--- config.mk ---
export PLATFORM = sky130hd
export DESIGN_NAME = card_deque_rotate
export DESIGN_NICKNAME = d
export VERILOG_FILES = /design/src/rtl/core/cdr_pkg.sv /design/src/rtl/core/cdr_ctrl.sv /design/src/rtl/core/cdr_dpath.sv /design/src/rtl/core/card_deque_rotate.sv
export SDC_FILE = /design/constraint.sdc
export NUM_CORES = 2
export LEC_CHECK = 0
export ABC_AREA = 1
export BUFFER_PORTS_ARGS = -buffer_cell sky130_fd_sc_hd__buf_2
export CORE_MARGIN = 4
export CORE_UTILIZATION = 40
export CTS_CLUSTER_DIAMETER = 150
export DETAILED_ROUTE_END_ITERATION = 7
export GPL_TIMING_DRIVEN = 0
export PLACE_DENSITY_LB_ADDON = 0.2
export SYNTH_ARGS = -nofsm -noshare
export SYNTH_HDL_FRONTEND = slang
export SYNTH_SLANG_ARGS = --single-unit
export TNS_END_PERCENT = 5
--- constraint.sdc ---
create_clock -name clk -period 5.12 [get_ports clk]
set_clock_uncertainty 0.1 [all_clocks]
set_input_delay 0.256 -clock clk [delete_from_list [all_inputs] [get_ports clk]]
set_output_delay 0.256 -clock clk [all_outputs]
set_load 0.05 [all_outputs]
--- src/rtl/core/cdr_pkg.sv ---
// Shared types and codes for the card deque with rotation.
`default_nettype none

package cdr_pkg;

    typedef enum logic [1:0] {
        OP_PUSH_TOP      = 2'd0,
        OP_POP_TOP       = 2'd1,
        OP_BOTTOM_TO_TOP = 2'd2,
        OP_TOP_TO_BOTTOM = 2'd3
    } opcode_t;

    typedef enum logic [1:0] {
        ST_DONE  = 2'd0,
        ST_EMPTY = 2'd1,
        ST_FULL  = 2'd2
    } status_t;

    typedef enum logic [1:0] {
        S_IDLE,
        S_EXEC,
        S_READ,
        S_OUT
    } state_t;

    typedef enum logic {
        RD_HEAD,
        RD_BOTTOM
    } rd_sel_t;

    typedef enum logic [1:0] {
        WR_TOP_NEW,
        WR_TOP_MOVED,
        WR_TAIL_MOVED
    } wr_sel_t;

    typedef enum logic [1:0] {
        PTR_HOLD,
        PTR_INC,
        PTR_DEC
    } ptr_op_t;

    typedef struct packed {
        logic    load;
        logic    rd_en;
        rd_sel_t rd_sel;
        logic    wr_en;
        wr_sel_t wr_sel;
        ptr_op_t head_op;
        ptr_op_t cnt_op;
        logic    res_load;
        status_t res_status;
        logic    res_pop;
    } dp_cmd_t;

    typedef struct packed {
        opcode_t op;
        logic    empty;
        logic    full;
        logic    single;
    } dp_stat_t;

endpackage

`default_nettype wire

--- src/rtl/core/cdr_ctrl.sv ---
// Sequencer for the card deque: accept, execute, read back, present the result.
`default_nettype none

module cdr_ctrl (
    input  wire logic              clk,
    input  wire logic              rst_n,
    input  wire logic              in_valid,
    output logic                   in_stall,
    output logic                   out_valid,
    input  wire logic              out_stall,
    input  wire cdr_pkg::dp_stat_t stat,
    output cdr_pkg::dp_cmd_t       cmd
);
    import cdr_pkg::*;

    state_t state_reg;
    state_t state_next;
    logic   need_read;

    // Pop and non-trivial rotations need the stored card first.
    always_comb
    begin
        need_read = 1'b0;
        case (stat.op)
            OP_PUSH_TOP:      need_read = 1'b0;
            OP_POP_TOP:       need_read = !stat.empty;
            OP_BOTTOM_TO_TOP: need_read = !stat.empty && !stat.single;
            OP_TOP_TO_BOTTOM: need_read = !stat.empty && !stat.single;
            default:          need_read = 1'b0;
        endcase
    end

    always_ff @(posedge clk or negedge rst_n)
    begin
        if (!rst_n)
        begin
            state_reg <= S_IDLE;
        end
        else
        begin
            state_reg <= state_next;
        end
    end

    always_comb
    begin
        state_next = state_reg;
        case (state_reg)
            S_IDLE:
            begin
                if (in_valid)
                begin
                    state_next = S_EXEC;
                end
            end
            S_EXEC:
            begin
                state_next = need_read ? S_READ : S_OUT;
            end
            S_READ:
            begin
                state_next = S_OUT;
            end
            S_OUT:
            begin
                if (!out_stall)
                begin
                    state_next = S_IDLE;
                end
            end
            default:
            begin
                state_next = S_IDLE;
            end
        endcase
    end

    always_comb
    begin
        in_stall       = 1'b1;
        out_valid      = 1'b0;
        cmd            = '0;
        cmd.rd_sel     = RD_HEAD;
        cmd.wr_sel     = WR_TOP_NEW;
        cmd.head_op    = PTR_HOLD;
        cmd.cnt_op     = PTR_HOLD;
        cmd.res_status = ST_DONE;
        case (state_reg)
            S_IDLE:
            begin
                in_stall = 1'b0;
                cmd.load = in_valid;
            end
            S_EXEC:
            begin
                case (stat.op)
                    OP_PUSH_TOP:
                    begin
                        cmd.res_load = 1'b1;
                        if (stat.full)
                        begin
                            cmd.res_status = ST_FULL;
                        end
                        else
                        begin
                            cmd.wr_en   = 1'b1;
                            cmd.wr_sel  = WR_TOP_NEW;
                            cmd.head_op = PTR_DEC;
                            cmd.cnt_op  = PTR_INC;
                        end
                    end
                    OP_POP_TOP:
                    begin
                        if (stat.empty)
                        begin
                            cmd.res_load   = 1'b1;
                            cmd.res_status = ST_EMPTY;
                        end
                        else
                        begin
                            cmd.rd_en  = 1'b1;
                            cmd.rd_sel = RD_HEAD;
                        end
                    end
                    OP_BOTTOM_TO_TOP, OP_TOP_TO_BOTTOM:
                    begin
                        if (stat.empty)
                        begin
                            cmd.res_load   = 1'b1;
                            cmd.res_status = ST_EMPTY;
                        end
                        else if (stat.single)
                        begin
                            cmd.res_load = 1'b1;
                        end
                        else
                        begin
                            cmd.rd_en  = 1'b1;
                            cmd.rd_sel = (stat.op == OP_BOTTOM_TO_TOP) ? RD_BOTTOM : RD_HEAD;
                        end
                    end
                    default:
                    begin
                        cmd.res_load = 1'b1;
                    end
                endcase
            end
            S_READ:
            begin
                cmd.res_load = 1'b1;
                case (stat.op)
                    OP_POP_TOP:
                    begin
                        cmd.res_pop = 1'b1;
                        cmd.head_op = PTR_INC;
                        cmd.cnt_op  = PTR_DEC;
                    end
                    OP_BOTTOM_TO_TOP:
                    begin
                        cmd.wr_en   = 1'b1;
                        cmd.wr_sel  = WR_TOP_MOVED;
                        cmd.head_op = PTR_DEC;
                    end
                    OP_TOP_TO_BOTTOM:
                    begin
                        cmd.wr_en   = 1'b1;
                        cmd.wr_sel  = WR_TAIL_MOVED;
                        cmd.head_op = PTR_INC;
                    end
                    default:
                    begin
                        cmd.res_pop = 1'b0;
                    end
                endcase
            end
            S_OUT:
            begin
                out_valid = 1'b1;
            end
            default:
            begin
                in_stall = 1'b1;
            end
        endcase
    end

endmodule

`default_nettype wire

--- src/rtl/core/cdr_dpath.sv ---
// Card store, head pointer, count and result registers of the card deque.
`default_nettype none

module cdr_dpath #(
    parameter int DECK_DEPTH  = 64,
    parameter int VALUE_WIDTH = 32
) (
    input  wire logic                    clk,
    input  wire logic                    rst_n,
    input  wire cdr_pkg::dp_cmd_t        cmd,
    output cdr_pkg::dp_stat_t            stat,
    input  wire logic             [1:0]  opcode,
    input  wire logic signed      [31:0] card_value,
    output logic                  [1:0]  status,
    output logic signed           [31:0] popped_value,
    output logic                  [6:0]  deck_count
);
    import cdr_pkg::*;

    localparam int ADDR_W = (DECK_DEPTH > 1) ? $clog2(DECK_DEPTH) : 1;
    localparam int CNT_W  = $clog2(DECK_DEPTH + 1);
    localparam int SUM_W  = CNT_W + 1;

    logic [VALUE_WIDTH-1:0] card_store [DECK_DEPTH];
    logic [VALUE_WIDTH-1:0] rd_data_reg;

    opcode_t                op_reg;
    logic [VALUE_WIDTH-1:0] value_reg;
    logic [ADDR_W-1:0]      head_reg;
    logic [ADDR_W-1:0]      head_next;
    logic [CNT_W-1:0]       count_reg;
    logic [CNT_W-1:0]       count_next;
    status_t                status_reg;
    logic [VALUE_WIDTH-1:0] popped_reg;

    logic [ADDR_W-1:0]      head_dec;
    logic [ADDR_W-1:0]      head_inc;
    logic [SUM_W-1:0]       tail_sum;
    logic [SUM_W-1:0]       bottom_sum;
    logic [ADDR_W-1:0]      tail_addr;
    logic [ADDR_W-1:0]      bottom_addr;
    logic [ADDR_W-1:0]      rd_addr;
    logic [ADDR_W-1:0]      wr_addr;
    logic [VALUE_WIDTH-1:0] wr_data;

    assign head_dec = (head_reg == '0) ? ADDR_W'(DECK_DEPTH - 1) : head_reg - 1'b1;
    assign head_inc = (head_reg == ADDR_W'(DECK_DEPTH - 1)) ? '0 : head_reg + 1'b1;

    // Both sums stay below twice the depth (the bottom sum while the deck holds a card), so one subtract wraps them.
    assign tail_sum   = SUM_W'(head_reg) + SUM_W'(count_reg);
    assign bottom_sum = tail_sum - 1'b1;

    always_comb
    begin
        tail_addr   = ADDR_W'(tail_sum);
        bottom_addr = ADDR_W'(bottom_sum);
        if (tail_sum >= SUM_W'(DECK_DEPTH))
        begin
            tail_addr = ADDR_W'(tail_sum - SUM_W'(DECK_DEPTH));
        end
        if (bottom_sum >= SUM_W'(DECK_DEPTH))
        begin
            bottom_addr = ADDR_W'(bottom_sum - SUM_W'(DECK_DEPTH));
        end
    end

    assign rd_addr = (cmd.rd_sel == RD_BOTTOM) ? bottom_addr : head_reg;

    always_comb
    begin
        wr_addr = head_dec;
        wr_data = value_reg;
        case (cmd.wr_sel)
            WR_TOP_NEW:
            begin
                wr_addr = head_dec;
                wr_data = value_reg;
            end
            WR_TOP_MOVED:
            begin
                wr_addr = head_dec;
                wr_data = rd_data_reg;
            end
            WR_TAIL_MOVED:
            begin
                wr_addr = tail_addr;
                wr_data = rd_data_reg;
            end
            default:
            begin
                wr_addr = head_dec;
                wr_data = value_reg;
            end
        endcase
    end

    always_ff @(posedge clk)
    begin
        if (cmd.wr_en)
        begin
            card_store[wr_addr] <= wr_data;
        end
        if (cmd.rd_en)
        begin
            rd_data_reg <= card_store[rd_addr];
        end
    end

    always_comb
    begin
        head_next = head_reg;
        case (cmd.head_op)
            PTR_HOLD: head_next = head_reg;
            PTR_INC:  head_next = head_inc;
            PTR_DEC:  head_next = head_dec;
            default:  head_next = head_reg;
        endcase
    end

    always_comb
    begin
        count_next = count_reg;
        case (cmd.cnt_op)
            PTR_HOLD: count_next = count_reg;
            PTR_INC:  count_next = count_reg + 1'b1;
            PTR_DEC:  count_next = count_reg - 1'b1;
            default:  count_next = count_reg;
        endcase
    end

    always_ff @(posedge clk or negedge rst_n)
    begin
        if (!rst_n)
        begin
            head_reg  <= '0;
            count_reg <= '0;
        end
        else
        begin
            head_reg  <= head_next;
            count_reg <= count_next;
        end
    end

    // Request word and result word: payload only, no reset.
    always_ff @(posedge clk)
    begin
        if (cmd.load)
        begin
            op_reg    <= opcode_t'(opcode);
            value_reg <= VALUE_WIDTH'($unsigned(card_value));
        end
        if (cmd.res_load)
        begin
            status_reg <= cmd.res_status;
            popped_reg <= cmd.res_pop ? rd_data_reg : '0;
        end
    end

    assign stat.op     = op_reg;
    assign stat.empty  = (count_reg == '0);
    assign stat.full   = (count_reg == CNT_W'(DECK_DEPTH));
    assign stat.single = (count_reg == CNT_W'(1));

    assign status       = status_reg;
    assign popped_value = $signed(32'(popped_reg));
    assign deck_count   = 7'(count_reg);

endmodule

`default_nettype wire

--- src/rtl/core/card_deque_rotate.sv ---
// Top level of the card deque with push, pop and rotation requests.
//
//  channel | direction | handshake            | fields
//  --------+-----------+----------------------+----------------------------------
//  in      | input     | in_valid / in_stall  | opcode, card_value
//  out     | output    | out_valid / out_stall| status, popped_value, deck_count
//
// A push or a refused request passes from acceptance through an execute state to
// the result state; pop and real rotations add a read state after execute, for the
// registered read of the card store ahead of the write.
// One request is in flight at a time; in_stall stays high until its result is taken.
// rst_n clears the head pointer and count; the store itself is not cleared.
// out_stall holds the result word unchanged for as long as it is high.
`default_nettype none

module card_deque_rotate #(
    parameter int DECK_DEPTH  = 64,
    parameter int VALUE_WIDTH = 32
) (
    input  wire logic               clk,
    input  wire logic               rst_n,
    input  wire logic               in_valid,
    output logic                    in_stall,
    input  wire logic        [1:0]  opcode,
    input  wire logic signed [31:0] card_value,
    output logic                    out_valid,
    input  wire logic               out_stall,
    output logic             [1:0]  status,
    output logic signed      [31:0] popped_value,
    output logic             [6:0]  deck_count
);
    import cdr_pkg::*;

    dp_cmd_t  cmd;
    dp_stat_t stat;

    cdr_ctrl u_ctrl (
        .clk       (clk),
        .rst_n     (rst_n),
        .in_valid  (in_valid),
        .in_stall  (in_stall),
        .out_valid (out_valid),
        .out_stall (out_stall),
        .stat      (stat),
        .cmd       (cmd)
    );

    cdr_dpath #(
        .DECK_DEPTH  (DECK_DEPTH),
        .VALUE_WIDTH (VALUE_WIDTH)
    ) u_dpath (
        .clk          (clk),
        .rst_n        (rst_n),
        .cmd          (cmd),
        .stat         (stat),
        .opcode       (opcode),
        .card_value   (card_value),
        .status       (status),
        .popped_value (popped_value),
        .deck_count   (deck_count)
    );

endmodule

`default_nettype wire
== After elaboration in Yosys (flattened, before gate mapping) ==
Memory sizes are Yosys's and may differ from the RTL's. A register that Yosys moved wholly into a read port is not among the register bits.
Cells that the tools add are included.

* $add $sub $neg: 8
* $lt $le $gt $ge: 2
* Equality and inequality tests: 17
* Muxes and demuxes: 39
* Reductions and logical operators: 13

{| class="wikitable"
|+ Operator list
! cell !! number
|-
| 6-bit 2-to-1 mux || 6
|-
| 32-bit 2-to-1 mux || 1
|-
| 6-bit by 1-bit subtractor with 6-bit output (second input constant) || 3
|-
| 8-bit by 7-bit greater-or-equal comparator with 1-bit output (second input constant) || 2
|-
| 2-bit 2-to-1 mux || 8
|-
| 8-bit one-hot mux with 2 select lines || 1
|-
| 2-bit == test (second input constant) || 7
|-
| 7-bit 2-to-1 mux || 2
|-
| 7-bit one-hot mux with 2 select lines || 1
|-
| 1-bit 2-to-1 mux || 12
|-
| 6-bit one-hot mux with 2 select lines || 1
|-
| 2-bit by 1-bit == test with 1-bit output (second input constant) || 5
|-
| 3-bit one-hot mux with 3 select lines || 1
|-
| 6-bit by 7-bit adder with 8-bit output || 1
|-
| 2-bit one-hot mux with 2 select lines || 2
|-
| 2-bit one-hot mux with 4 select lines || 1
|-
| 8-bit by 1-bit subtractor with 8-bit output (second input constant) || 1
|-
| 7-bit by 1-bit adder with 7-bit output (second input constant) || 1
|-
| 7-bit by 1-bit == test with 1-bit output (second input constant) || 1
|-
| 7-bit == test (second input constant) || 1
|-
| 7-bit zero test || 1
|-
| 7-bit by 1-bit subtractor with 7-bit output (second input constant) || 1
|-
| 6-bit by 1-bit adder with 6-bit output (second input constant) || 1
|-
| 6-bit == test (second input constant) || 1
|-
| 11 further kinds || 17
|}

* Register bits after elaboration: 83
* Memory bits (writable): 2048
* Input bits: 38
* Output and inout port bits: 43
* Logic and storage cells: 87
* Memories kept: 1

{| class="wikitable"
|+ Memories
! name !! words !! width !! read ports !! clocked after memory_dff !! wr ports !! line !! RTL
|-
| u_dpath.card_store || 64 || 32 || 1 || 1 || 1 || cdr_dpath.sv:24 || <nowiki>logic [VALUE_WIDTH-1:0] card_store [DECK_DEPTH];</nowiki>
|}

== Depth between registers and ports, before layout ==
* Depth after elaboration: 8
* Mapped depth: 19
* Mapped depth without buffers: 16

== Modules after synthesis ==
Synthesis repeated with hierarchy kept, for this count alone.

* Cell total of the unflattened synthesis: 9167
* Area, all modules: 94292.9 um^2

{| class="wikitable"
|+ Modules (own cells, without submodules)
! module !! instances !! cells each !! area an instance (um^2)
|-
| cdr_dpath || 1 || 9112 || 93937.6
|-
| cdr_ctrl || 1 || 55 || 355.3
|}

== Worst setup path after synthesis ==
OpenSTA, ideal clock, no wires.

* Path type: reg2reg
* Start: register u_ctrl.state_reg[0]
* End: memory u_dpath.card_store[0][23] (data pin)
* Setup time: 702 ps
* Arrival time: 4203 ps
* Data required time: 4318 ps
* Setup slack: 116 ps
* Stages on the path, launching flop included: 11
* Buffers on the path: 2
* Clock period less this slack: 5004 ps
* Cells stage by stage: dfrtp_1 > inv_1 > ha_1 > nand2_1 > inv_1 > nand2_1 > nor2_1 > ha_1 > clkbuf_1 > clkbuf_1 > o21ai_0

* Cells in the longest elaborated chain, start to end: 5
* Elaborated cells on any way between the ends: 7
* Those cells by class: eq/ne: 4; mux: 2; reduce/logical: 1

{| class="wikitable"
|+ RTL lines
! what !! line !! RTL
|-
| start: declaration || cdr_ctrl.sv:16 || <nowiki>state_t state_reg;</nowiki>
|-
| start signal: assignment || cdr_ctrl.sv:41 || <nowiki>state_reg <= state_next;</nowiki>
|-
| 2-bit == test / 2-bit by 1-bit == test with 1-bit output (equally long branches) || cdr_ctrl.sv:88 || <nowiki>case (state_reg)</nowiki>
|-
| 8-bit one-hot mux with 2 select lines * || cdr_ctrl.sv:88 ||
|-
| 2-bit by 1-bit == test with 1-bit output / 2-bit == test (equally long branches) || cdr_dpath.sv:73 || <nowiki>case (cmd.wr_sel)</nowiki>
|-
| 2-bit OR reduction (no line) * || n/a ||
|-
| 32-bit 2-to-1 mux * || cdr_dpath.sv:73 ||
|-
| named net u_dpath.wr_data[23] || cdr_dpath.sv:44 || <nowiki>logic [VALUE_WIDTH-1:0] wr_data;</nowiki>
|-
| end: declaration || cdr_dpath.sv:24 ||
|}

Mark *: on every way through the listed nets, which the timed path passes. The rest lies on a longest branch.

== Worst setup path in the final report ==
* Start: register u_dpath.count_reg[0], in the netlist u_dpath.deck_count[0]
* End: register u_dpath.rd_data_reg[22] (read register of u_dpath.card_store) (data pin)

* Cells in the longest elaborated chain, start to end: 6
* Elaborated cells on any way between the ends: 13
* Those cells by class: add/sub: 3; order compare: 1; eq/ne: 1; mux: 7; reduce/logical: 1

{| class="wikitable"
|+ RTL lines
! what !! line !! RTL
|-
| start: declaration || cdr_dpath.sv:31 || <nowiki>logic [CNT_W-1:0] count_reg;</nowiki>
|-
| start signal: assignment || cdr_dpath.sv:141 || <nowiki>count_reg <= count_next;</nowiki>
|-
| branches (longest 6 deep; another with 6-bit by 7-bit adder with 8-bit output) || n/a ||
|-
| end: declaration || cdr_dpath.sv:25 || <nowiki>logic [VALUE_WIDTH-1:0] rd_data_reg;</nowiki>
|}

Parallel ways; which one is timed is not known.
A chain may end at the register's enable or synchronous reset.

==> impl_summary.md <==
Pwr
The worst vdd rail ir drop is 494 uV. Power spread over the standard cell area amounts to 628 nW/um^2. The internal power consumption is 37.8 mW.

The share of total power in the clock network is 22.7%. Summed over all nets, the switching power comes to 31.9 mW. The logic gate share of total power is 45.4%. The static leakage power is 46.8 nW. The fraction of power spent switching nets is 45.8%. The portion of total power attributed to sequential cells is 31.9%.

Global route
The number of global-route vias before repair is 62500. For this run the aggregate overflow at the end of global routing stands at 0. The initial antenna violation count is 16. The first global-routing pass estimated 479 mm of wire. The global router's overall resource usage is 27.9%. The maximum number of pins on one net before global-route repair is 37.

Final layout
The flip-flop count of the largest register, all copies and words added is 2048. In the final layout, the share of cells above drive strength 1 is 10.2%. From synthesis to final layout, the design area changed by 16.9%. The cell area after layout is 111000 sq um.

The library cell used most frequently in the layout, excluding fill and tap cells, is nand3_1. The largest register by flop count is u_dpath.card_store. The library cells used most frequently in the layout, excluding fill and tap cells, are nand3_1 (2164), edfxtp_1 (2148), nand2_1 (2083), inv_1 (1996), buf_2 (375). The number of nets in the final layout is 9745.

Placed design
The half-perimeter wire length after placement is 252 mm. The total cell area at the placement stage is 103000 sq um. The post-placement setup slack is -68.2 ps.

The weighted congestion reported at the end of routability-driven placement is 1.04. The number of I/O port buffers is 80.

Critical path
Of all nets on the critical path, the largest fanout is 10. STA classifies the critical path startpoint as a flop. The delay of the slowest cell on the worst path is 720 ps. The most numerous cell type found on the critical path is nand2_1. The worst reg-to-reg setup slack is -60 ps. The critical path goes through ha_1 -> fa_1 -> inv_1 -> ha_1 -> inv_1 -> nor2_1 -> nand2_1 -> xor2_1 -> nand2_1 -> o21ai_0 -> inv_2 -> buf_1 -> nand3_1 -> nand3_1 -> nand2_1.

The critical setup path kind is flop to flop. For the worst setup path, the data required time is 5630 ps. The endpoint class of the critical path is a flop. For the worst setup path, the data arrival time is 5690 ps. The worst-path cell with the longest stage delay is nand3_1.

Timing
Setup violations remaining at the end of the flow were counted as 38. For the final routed database, the setup TNS stands at -1150 ps. The worst slew slack as a fraction of its limit is -10.2%. Of the available clock period, the critical path in the final layout requires 101%. Derived from the worst setup path, the maximum achievable clock frequency is 193 MHz. The max-slew violation count is 17. The count of final hold-check violations is 0.

After layout, the worst setup slack is -58.0 ps. Setup repair after global routing could not meet its margin everywhere. The transition time of the tightest slew-check pin is 1640 ps.

The worst path in the final design needs a cycle of 5180 ps, including I/O delays and setup.

Synthesis
The synthesized instance count is 9153. For this run, the register share of the synthesized area comes to 68.4%. The prevailing post-synth register cell is edfxtp_1. The synthesized netlist occupies a cell area of 94900 sq um. The net count of the mapped netlist is 9212. The synthesized netlist contains 34 unique library cells. The synthesized design contains 2148 enable-type register cells.

After synthesis, the share of flip-flops with an asynchronous set or reset is 0.693%. The average instance in the mapped netlist occupies 10.4 sq um. The number of synthesized register bits is 2163.

The number of warnings printed during yosys synthesis is 0.

Drt
The first-pass iteration count of the detailed router is 7. In this run the remaining antenna-violating nets after routing total 0. The residual DRC count is 0. The final layout contains routed wiring with a total length of 350 mm.

The DRC marker count from the first detailed-route iteration is 9715. In the routed layout, each cell is associated on average with a via count of 5.29. The overall via count from detail_route is 68900.

Dividing the detail-routed wire length by the instance count gives 26.8 um.

Floorplan
81 I/O pins were placed. The row count is 178. The die span in x is 495 um. The vertical extent of the die is 495 um. For this configuration, the core starts out at a cell density of 40.3%. The area enclosed by the die boundary is 245000 sq um. The floorplan step defined a core boundary enclosing 236000 sq um.

Clock tree
The TritonCTS sink count is 2163. The number of levels the H-tree was split into is 4. The maximum clock insertion buffer count is 3. The later pin in the worst-skew pair is clocked with a latency of 890 ps. The clock tree root buffer cell is clkbuf_16. The total CTS buffers is 224. The clock tree from TritonCTS is yes. After clock tree synthesis, the clock-pin slew on the worst setup and hold paths is 60 ps.

Status
The final reports fail on max-capacitance violations, max-slew violations, negative setup slack. The run finished, with violations left.

Flow run
Across the run, the number of max-cap violations was 2.

Min path
In this run the worst hold path is classified as input pin to flop.
[kinds of logic (layout without fill, tap and decap cells)]
group	after synthesis	after routing	share of synthesized area [%]
other cells	0	9	0
compound gates	81	81	0.472
xor+xnor	17	17	0.157
simple gates	4388	4388	20.3
fa+ha+maj	21	21	0.285
buf+inv	2483	3200	10.4
flops	2163	2163	68.4
[final timing paths]
path	cells past startpoint	end	from
setup / recovery	15	u_dpath.rd_data_reg[22]	u_dpath.deck_count[0]
hold / removal	5	u_ctrl.state_reg[1]	out_stall
setup reg to reg	15	u_dpath.rd_data_reg[22]	u_dpath.deck_count[0]
hold reg to reg	2	u_ctrl.state_reg[0]	u_ctrl.state_reg[0]
max in group asynchronous	3	u_dpath.deck_count[0]	rst_n
min in group asynchronous	3	u_ctrl.state_reg[0]	rst_n
[power by group through the flow]
stage	combinational, mW	sequential (mW)	clock (mW)
floorplan	14.4	23.3	0
global placement	28.7	23.7	0
detailed placement	30.4	22.6	0
CTS	30.5	22.2	15.9
global route	32.7	22.2	16.7
finish	31.6	22.2	15.8
[worst max-delay path, delay by kind of cell (launching register included)]
kind                       cells  cell delay [ps]
buffers and inverters          4             1410
and+or+nand+nor                6             1480
xor gates and xnor gates       1              150
AOI/OAI and AO/OA              1              240
adders and majority gates      3             1010
DFF                            1              490
[cells in the mapped netlist, types with 2 or more instances]
master | number | area, sq um
xnor2_1 | 7 | 61.3
a21oi_1 | 13 | 65.1
o21ai_1 | 2 | 10.0
o21ai_0 | 55 | 275
buf_4 | 47 | 353
a22oi_1 | 3 | 22.5
nand3_1 | 2166 | 10800
nor2_2 | 2 | 12.5
dfrtp_1 | 15 | 375
nand4_1 | 3 | 18.8
ha_1 | 20 | 250
o22ai_1 | 2 | 12.5
buf_2 | 300 | 1500
inv_1 | 1997 | 7500
nand2_1 | 2083 | 7820
xor2_1 | 10 | 87.6
nand2_2 | 5 | 31.3
nor3_1 | 5 | 25.0
buf_1 | 7 | 26.3
clkbuf_1 | 121 | 454
inv_2 | 7 | 26.3
o21ai_4 | 2 | 32.5
buf_6 | 4 | 45.0
nor2_1 | 120 | 450
edfxtp_1 | 2148 | 64500
[metal layers]
layer,up-vias,global-route usage [%],share of wire (%)
met3,610,6.59,11
met2,3802,41.2,43
met1,33600,39.0,41
met5,-,0,0
met4,0,13.2,5.4
li1,30900,-,-
[layout make-up]
class / instances / area [sq um]
multi-input cells: 4507 / 21000
flip-flops and latches: 2163 / 64900
well taps: 3150 / 3940
plain buffers: 479 / 2390
fillers: 21500 / 125000
inverters: 2004 / 7520
diodes: 9 / 22.5
clock buffers: 271 / 5820
clock inverters: 139 / 1140
repair buffers: 307 / 4250
[metrics by stage]
stage | hold WS [ps] | util [%] | total power [mW] | cells
floorplan | -140 | - | 37.8 | 9153
global placement | 104 | 42.1 | 52.4 | 12400
detailed placement | 112 | 43.7 | 53.0 | 12500
CTS | 161 | 47.0 | 68.7 | 13000
global route | 294 | 47.1 | 71.6 | 13000
finish | 262 | 47.1 | 69.6 | 13000
[timing repair]
action                                  4_1_cts  5_1_grt
cloned                                        0        0
resized for setup                             2       10
endpoints found under the setup margin      100      996
hold buffers                                 72        0
hold endpoints to repair                     51        0
buffers inserted                              3        9
pin swaps                                     1        3
Power figures use the tool's default switching activity.
